--- config.mk ---
export PLATFORM = sky130hd
export DESIGN_NAME = lru_key_value_cache_top
export DESIGN_NICKNAME = d
export VERILOG_FILES = /design/src/rtl/lkvc_pkg.sv /design/src/rtl/lkvc_front.sv /design/src/rtl/lkvc_back.sv /design/src/rtl/lru_key_value_cache_top.sv
export SDC_FILE = /design/constraint.sdc
export NUM_CORES = 2
export LEC_CHECK = 0
export BUFFER_PORTS_ARGS = -buffer_cell sky130_fd_sc_hd__buf_2
export CORE_ASPECT_RATIO = 1.25
export CORE_MARGIN = 3
export CORE_UTILIZATION = 54
export DETAILED_ROUTE_END_ITERATION = 8
export GPL_TIMING_DRIVEN = 0
export PLACE_DENSITY = 0.73
export SETUP_SLACK_MARGIN = 0.15
export SLEW_MARGIN = 20
export SYNTH_ARGS = -nofsm -noshare
export SYNTH_HDL_FRONTEND = slang
export SYNTH_SLANG_ARGS = --single-unit
export TNS_END_PERCENT = 1
--- constraint.sdc ---
create_clock -name clk -period 23.6 [get_ports clk]
set_clock_uncertainty 0.2 [all_clocks]
set_input_delay 4.72 -clock clk [delete_from_list [all_inputs] [get_ports clk]]
set_output_delay 4.72 -clock clk [all_outputs]
set_load 0.005 [all_outputs]
--- src/rtl/lkvc_pkg.sv ---
// shared types and codes for the lru key/value cache
package lkvc_pkg;

  localparam int KEY_W  = 64;
  localparam int IDATA_W = 32;
  localparam int OCC_W  = 5;

  localparam logic OP_GET = 1'b0;
  localparam logic OP_PUT = 1'b1;

  typedef struct packed {
    logic               op;
    logic [KEY_W-1:0]   lookup_key;
    logic [IDATA_W-1:0] entry_data;
  } req_t;

  typedef struct packed {
    logic               hit;
    logic [IDATA_W-1:0] read_data;
    logic               evicted;
    logic [OCC_W-1:0]   occupancy;
  } rsp_t;

  typedef enum logic [1:0] {
    BK_IDLE,
    BK_CMP,
    BK_UPD
  } back_state_t;

  // front queue to engine link
  typedef struct packed {
    logic valid;
    req_t req;
  } queue_head_t;

endpackage

--- src/rtl/lkvc_front.sv ---
// front end: accepts request transactions into a two-entry queue
module lkvc_front (
  input  logic                      clk,
  input  logic                      rst_n,
  input  logic                      in_valid,
  output logic                      in_stall,
  input  lkvc_pkg::req_t            in_data,
  output lkvc_pkg::queue_head_t     head,
  input  logic                      pop
);
  import lkvc_pkg::*;

  req_t       q_mem_r [2];
  logic       wr_ptr_r;
  logic       rd_ptr_r;
  logic [1:0] cnt_r;
  logic       push;

  assign in_stall   = (cnt_r == 2'd2);
  assign push       = in_valid && !in_stall;
  assign head.valid = (cnt_r != 2'd0);
  assign head.req   = q_mem_r[rd_ptr_r];

  always_ff @(posedge clk) begin
    if (push) begin
      q_mem_r[wr_ptr_r] <= in_data;
    end
  end

  always_ff @(posedge clk) begin
    if (!rst_n) begin
      wr_ptr_r <= 1'b0;
      rd_ptr_r <= 1'b0;
      cnt_r    <= 2'd0;
    end else begin
      if (push) begin
        wr_ptr_r <= !wr_ptr_r;
      end
      if (pop) begin
        rd_ptr_r <= !rd_ptr_r;
      end
      case ({push, pop})
        2'b10:   cnt_r <= cnt_r + 2'd1;
        2'b01:   cnt_r <= cnt_r - 2'd1;
        default: cnt_r <= cnt_r;
      endcase
    end
  end

endmodule

--- src/rtl/lkvc_back.sv ---
// back end: tag compare, recency update and result register
module lkvc_back #(
  parameter int CAPACITY   = 16,
  parameter int DATA_WIDTH = 32
) (
  input  logic                  clk,
  input  logic                  rst_n,
  input  lkvc_pkg::queue_head_t head,
  output logic                  pop,
  output logic                  out_valid,
  input  logic                  out_stall,
  output lkvc_pkg::rsp_t        out_data
);
  import lkvc_pkg::*;

  localparam int RANK_W = (CAPACITY > 1) ? $clog2(CAPACITY) : 1;
  localparam int CNT_W  = $clog2(CAPACITY + 1);

  // entry storage, one lane per entry
  logic [CAPACITY-1:0]   valid_r;
  logic [KEY_W-1:0]      key_r   [CAPACITY];
  logic [DATA_WIDTH-1:0] data_r  [CAPACITY];
  logic [RANK_W-1:0]     rank_r  [CAPACITY];
  logic [CNT_W-1:0]      count_r;

  back_state_t state_r, state_nxt;
  req_t        req_r;

  // compare stage results
  logic [CAPACITY-1:0]   slot_r;
  logic                  hit_r;
  logic                  evict_r;
  logic [RANK_W-1:0]     hit_rank_r;
  logic [DATA_WIDTH-1:0] hit_data_r;

  logic [CAPACITY-1:0]   match_vec;
  logic [CAPACITY-1:0]   victim_vec;
  logic [CAPACITY-1:0]   free_oh;
  logic [RANK_W-1:0]     hit_rank;
  logic [DATA_WIDTH-1:0] hit_data;
  logic                  full;

  logic                  cmp_en;
  logic                  commit;
  logic                  out_free;
  logic                  is_put;
  logic [CNT_W-1:0]      count_nxt;

  rsp_t                  out_r;
  logic                  out_valid_r;

  assign full     = (count_r == CNT_W'(CAPACITY));
  assign out_free = !out_valid_r || !out_stall;
  assign is_put   = (req_r.op == OP_PUT);
  assign free_oh  = ~valid_r & (valid_r + CAPACITY'(1));

  always_comb begin
    hit_rank = '0;
    hit_data = '0;
    for (int i = 0; i < CAPACITY; i++) begin
      match_vec[i]  = valid_r[i] && (key_r[i] == req_r.lookup_key);
      victim_vec[i] = valid_r[i] && (rank_r[i] == RANK_W'(CAPACITY - 1));
      hit_rank      = hit_rank | (rank_r[i] & {RANK_W{match_vec[i]}});
      hit_data      = hit_data | (data_r[i] & {DATA_WIDTH{match_vec[i]}});
    end
  end

  // sequencer: next state
  always_comb begin
    state_nxt = state_r;
    case (state_r)
      BK_IDLE: if (head.valid) state_nxt = BK_CMP;
      BK_CMP:  state_nxt = BK_UPD;
      BK_UPD:  if (out_free) state_nxt = BK_IDLE;
      default: state_nxt = BK_IDLE;
    endcase
  end

  // sequencer: outputs
  always_comb begin
    pop    = 1'b0;
    cmp_en = 1'b0;
    commit = 1'b0;
    case (state_r)
      BK_IDLE: pop    = head.valid;
      BK_CMP:  cmp_en = 1'b1;
      BK_UPD:  commit = out_free;
      default: ;
    endcase
  end

  always_comb begin
    count_nxt = count_r;
    if (!hit_r && is_put && !evict_r) begin
      count_nxt = count_r + CNT_W'(1);
    end
  end

  always_ff @(posedge clk) begin
    if (!rst_n) begin
      state_r <= BK_IDLE;
    end else begin
      state_r <= state_nxt;
    end
  end

  always_ff @(posedge clk) begin
    if (pop) begin
      req_r <= head.req;
    end
    if (cmp_en) begin
      hit_r      <= |match_vec;
      evict_r    <= !(|match_vec) && (req_r.op == OP_PUT) && full;
      hit_rank_r <= hit_rank;
      hit_data_r <= hit_data;
      if (|match_vec) begin
        slot_r <= match_vec;
      end else if (full) begin
        slot_r <= victim_vec;
      end else begin
        slot_r <= free_oh;
      end
    end
  end

  // key and data lanes
  always_ff @(posedge clk) begin
    for (int i = 0; i < CAPACITY; i++) begin
      if (commit && is_put && slot_r[i]) begin
        data_r[i] <= DATA_WIDTH'(req_r.entry_data);
        if (!hit_r) begin
          key_r[i] <= req_r.lookup_key;
        end
      end
    end
  end

  // valid bits, recency ranks and fill count
  always_ff @(posedge clk) begin
    if (!rst_n) begin
      valid_r <= '0;
      count_r <= '0;
      for (int i = 0; i < CAPACITY; i++) begin
        rank_r[i] <= '0;
      end
    end else if (commit) begin
      count_r <= count_nxt;
      for (int i = 0; i < CAPACITY; i++) begin
        if (hit_r) begin
          if (slot_r[i]) begin
            rank_r[i] <= '0;
          end else if (valid_r[i] && (rank_r[i] < hit_rank_r)) begin
            rank_r[i] <= rank_r[i] + RANK_W'(1);
          end
        end else if (is_put) begin
          if (slot_r[i]) begin
            valid_r[i] <= 1'b1;
            rank_r[i]  <= '0;
          end else if (valid_r[i]) begin
            rank_r[i] <= rank_r[i] + RANK_W'(1);
          end
        end
      end
    end
  end

  // result register
  always_ff @(posedge clk) begin
    if (commit) begin
      out_r.hit       <= hit_r;
      out_r.read_data <= (hit_r && !is_put) ? IDATA_W'(hit_data_r) : '0;
      out_r.evicted   <= evict_r;
      out_r.occupancy <= OCC_W'(count_nxt);
    end
  end

  always_ff @(posedge clk) begin
    if (!rst_n) begin
      out_valid_r <= 1'b0;
    end else if (commit) begin
      out_valid_r <= 1'b1;
    end else if (!out_stall) begin
      out_valid_r <= 1'b0;
    end
  end

  assign out_valid = out_valid_r;
  assign out_data  = out_r;

endmodule

--- src/rtl/lru_key_value_cache_top.sv ---
// top level of the fully associative lru key/value cache
//
//   channel | direction | handshake             | payload
//   in_     | input     | in_valid / in_stall   | lkvc_pkg::req_t (op, key, data)
//   out_    | output    | out_valid / out_stall | lkvc_pkg::rsp_t (hit, data, evict, occ)
//
// each transaction passes through three engine steps: take from queue, parallel key
// compare across all entries, then recency/data update with the result write.
// a two-entry queue lets requests arrive while the engine is busy.
// synchronous active-low reset empties the cache; no clearing pass is needed.
// a stalled result holds the engine in its update step; the queue keeps accepting
// until both of its entries are taken.
module lru_key_value_cache_top #(
  parameter int CAPACITY   = 16,
  parameter int DATA_WIDTH = 32
) (
  input  logic           clk,
  input  logic           rst_n,
  input  logic           in_valid,
  output logic           in_stall,
  input  lkvc_pkg::req_t in_data,
  output logic           out_valid,
  input  logic           out_stall,
  output lkvc_pkg::rsp_t out_data
);
  import lkvc_pkg::*;

  queue_head_t head;
  logic        pop;

  lkvc_front u_front (
    .clk      (clk),
    .rst_n    (rst_n),
    .in_valid (in_valid),
    .in_stall (in_stall),
    .in_data  (in_data),
    .head     (head),
    .pop      (pop)
  );

  lkvc_back #(
    .CAPACITY   (CAPACITY),
    .DATA_WIDTH (DATA_WIDTH)
  ) u_back (
    .clk       (clk),
    .rst_n     (rst_n),
    .head      (head),
    .pop       (pop),
    .out_valid (out_valid),
    .out_stall (out_stall),
    .out_data  (out_data)
  );

endmodule

==> run_results.csv <==
group,metric,value,unit
die,floorplan.initialDensity,54.6,%
setup_path,critPathRequiredTime,23.93,ns
power,power.leakage,30.5,nW
setup_path,critical-path-top-cell-by-count,"sky130_fd_sc_hd__nand2_1",
clocking,cts.htree.levels,4,
run,cap_violations,0,
run_status,status,"completed",
detailed_routing,drt_pre_antenna_iters,6,
sta,final_max_slew_viol_count,0,
clocking,clkTransAtPathRegs,0.06,ns
power,cellPowerDensity,117,nW/µm²
yosys,synth-edff-count,1984,
placed_design,place_congestion,1.01,
placed_design,hpwl,191000,µm
yosys,yosys_register_bits,2012,
yosys,post_synth.cell_area_avg,17.1,µm²
setup_path,critical_path_buf_inv_count,2,
yosys,most_common_cell_in_the_netlist,"sky130_fd_sc_hd__edfxtp_1",
global_route,grt_start_max_net_pins,57,
detailed_routing,drcViolationCount,0,
clocking,cts-root-to-sink-buffers,3,
sta,setup_viol_count_final,0,
global_route,grt_first_pass_wirelength,376000,µm
sta,setup_slack,16.14,ns
layout,final_cells,7260,
layout,layout.nets,5346,
sta,final_clock_period_utilization_by_the_worst_path,31.6,%
setup_path,slowest_delay,0.66,ns
layout,final_cell_area,92800,µm²
worst_hold_path,hold_path_depth,0,
sta,clock.fmax,0.134,GHz
clocking,post_cts_buffers,0,
global_route,first_global_vias,46495,
yosys,yosys_warnings,0,
placed_design,postPlaceCellArea,86400,µm²
global_route,grt_overflow_total,0,
die,dieArea,154000,µm²
placed_design,count_of_placed_standard_cells_including_taps,6893,
clocking,clock_insertion_delay_at_the_later_pin_of_the_skew_report,0.84,ns
clocking,cts_inserted_buffers,191,
yosys,synth_largest_type_area_fraction,74.0,%
clocking,clock_tree.root_cell,"sky130_fd_sc_hd__clkbuf_16",
yosys,synth-main-ff-cell,"sky130_fd_sc_hd__edfxtp_1",
setup_path,path_depth,9,
die,dieWidth,351,µm
clocking,cts_tree,"built",
power,ir_drop,0.0000970,V
placed_design,place_worst_setup_slack,15.34,ns
yosys,syn-instance-count,4696,
layout,final_layout_size_suffix_gt1_share,16.9,%
sta,report.final.hold_viol_count,0,
sta,final.min_clock_period,7.46,ns
sta,max-slew-margin-rel,12.9,%
yosys,postSynth.asyncResetShare,0,%
clocking,cts_resized,0,
detailed_routing,detail-route-antenna-nets,0,
detailed_routing,first_iteration_detailed_routing_drc_count,7987,
clocking,clock_sinks,2012,
placed_design,placement.io_buffers,140,
setup_path,max_stage_delay_cell_worst_path,"sky130_fd_sc_hd__nor2_1",
detailed_routing,routed_via_density,6.73,
global_route,groute.usage.overall,36.3,%
setup_path,critical_setup_path_kind,"primary input to register",
yosys,netlist.top_cell.by_area,"sky130_fd_sc_hd__edfxtp_1",
setup_path,start_kind,"primary input",
clocking,cts_hold_repair.buffers,0,
sta,unrepaired_setup_endpoints_after_global_routing,"no",
setup_path,critical_path.top_delay_family,"simple AND/OR/NAND/NOR gates",
die,die_height,438,µm
setup_path,crit_fanout,10,
yosys,synth.net_count,4864,
yosys,portion_of_the_post_synthesis_area_used_by_sequential_elements,74.7,%
setup_path,critPathCaptureType,"register",
yosys,cell_variety_after_synth,59,
die,coreArea,147000,µm²
yosys,post_synth_main_area_contributors,"sky130_fd_sc_hd__edfxtp_1 74%, sky130_fd_sc_hd__xnor2_1 5.5%, sky130_fd_sc_hd__xor2_1 3.9%, sky130_fd_sc_hd__a22o_1 1.9%, sky130_fd_sc_hd__a221oi_1 1.7%",
sta,fin_setup_tns,0,ns
worst_hold_path,min-delay-path-class,"register to register",
sta,fin_hold_ws,0.292,ns
layout,syn_to_final_growth,15.3,%
yosys,synth_common_cells,"1,984 x sky130_fd_sc_hd__edfxtp_1, 501 x sky130_fd_sc_hd__xnor2_1, 358 x sky130_fd_sc_hd__xor2_1",
detailed_routing,drt-wirelength-per-cell,38.6,µm
detailed_routing,detail_route.wirelength,280000,µm
detailed_routing,dr_total_vias,48854,
sta,timing_worst_slew_pin_value,1.29,ns
yosys,syn_area,80500,µm²
setup_path,cp_cell_sequence,"buf_2 > a21oi_1 > nand2_1 > nor2_1 > nand2_1 > clkbuf_1 > o31ai_1 > nand3b_1 > nand3_1",
global_route,number_of_antenna_violations_at_the_first_check_in_global_routing,12,
die,fp-row-count,157,
setup_path,reg2regPathDepth,11,
setup_path,worst_ep_arrival_time,7.79,ns
die,boundaryPins,142,
-- placed cells by master, fill, tap and decap left out, drive strengths merged, types with 18 or more instances in the layout --
cell type / n
a21oi: 27
a221oi: 157
a22o: 172
and2: 58
and3: 23
buf: 476
bufinv: 21
clkbuf: 272
clkinv: 84
dfxtp: 28
diode: 18
edfxtp: 1984
ha: 67
inv: 110
mux2: 97
nand2: 39
nand2b: 50
nand3: 61
nand4: 192
nor2: 89
nor2b: 27
nor3: 22
nor4: 139
o21a: 19
o22ai: 58
o2bb2ai: 40
xnor2: 501
xor2: 358
-- worst paths after layout --
kind	slack [ns]	endpoint	start
hold reg to reg	0.29	u_back.key_r[1][238]$_DFFE_PP_	u_back.req_r[78]$_DFFE_PP_
hold / removal	0.29	u_back.key_r[1][238]$_DFFE_PP_	u_back.req_r[78]$_DFFE_PP_
setup / recovery	16.14	u_back.rank_r[1][16]$_SDFFCE_PN0P_	out_stall
setup reg to reg	17.19	u_back.hit_data_r[30]$_DFFE_PN_	u_back.req_r[52]$_DFFE_PP_
-- cell type report --
type / instances / area [µm²]
clock inverter: 115 / 1270
multi-input combinational: 2352 / 18700
fill: 10287 / 54600
timing repair buffer: 289 / 3360
tap: 1908 / 2390
antenna: 18 / 45.0
buffer: 225 / 1390
inverter: 107 / 402
clock buffer: 234 / 5040
sequential: 2012 / 60100
-- per-stage QoR --
| step | total power, mW | util, % |
|---|---|---|
| after floorplan | 6.01 | - |
| after global placement | 7.36 | 56.7 |
| after detailed placement | 7.65 | 58.7 |
| after CTS | 10.7 | 62.9 |
| after global routing | 11.0 | 62.9 |
| final | 10.8 | 63.0 |
-- layer usage --
metal	share of wire, %	global-route usage, %	vias to the layer above	wire length [µm]
met2	47	57.2	3947	131000
li1	-	-	19317	-
met3	11	7.38	1016	31600
met5	0.014	0	-	38
met1	32	43.8	24568	91000
met4	9.7	28.5	6	27300
-- logic make-up (layout without fill, tap and decap cells) --
kind of cell | after synthesis | after routing | synth area share (%)
AO/OA/AOI/OAI | 598 | 598 | 6.04
XOR/XNOR | 859 | 859 | 9.35
adder cells (fa/ha/maj) | 67 | 67 | 1.04
buffers and inverters | 332 | 970 | 2.22
flip-flops | 2012 | 2012 | 74.7
multiplexers | 99 | 99 | 1.38
other | 0 | 18 | 0
AND/OR/NAND/NOR | 729 | 729 | 5.25
-- registers in the layout, summed over array words and instances (netlist names), 2 cells and up --
name,flops
u_back.key_r,1024
u_back.data_r,512
u_front.q_mem_r,194
u_back.req_r,96
u_back.rank_r,64
u_back.out_data,39
u_back.hit_data_r,32
u_back.slot_r,16
u_back.valid_r,16
u_back.count_r,5
u_back.hit_rank_r,4
u_back.state_r,2
u_front.cnt_r,2
-- power by group --
part | switching (mW) | total, mW | internal [mW]
Clock | 1.36 | 3.12 | 1.75
Combinational | 1.92 | 2.78 | 0.862
Sequential | 0.373 | 4.92 | 4.55
-- worst reg2reg max path, cell delays in order (launching register included) --
cell	delay [ns]
sky130_fd_sc_hd__edfxtp_1	1.20
sky130_fd_sc_hd__buf_4	0.41
sky130_fd_sc_hd__buf_4	0.37
sky130_fd_sc_hd__xnor2_1	0.20
sky130_fd_sc_hd__nand4_1	0.15
sky130_fd_sc_hd__nor4_1	0.99
sky130_fd_sc_hd__nand4_1	0.60
sky130_fd_sc_hd__nor4_2	0.75
sky130_fd_sc_hd__buf_4	0.38
sky130_fd_sc_hd__buf_2	0.41
sky130_fd_sc_hd__a221oi_1	0.14
sky130_fd_sc_hd__nand4_1	0.37
(Power assumes the default switching activity.)
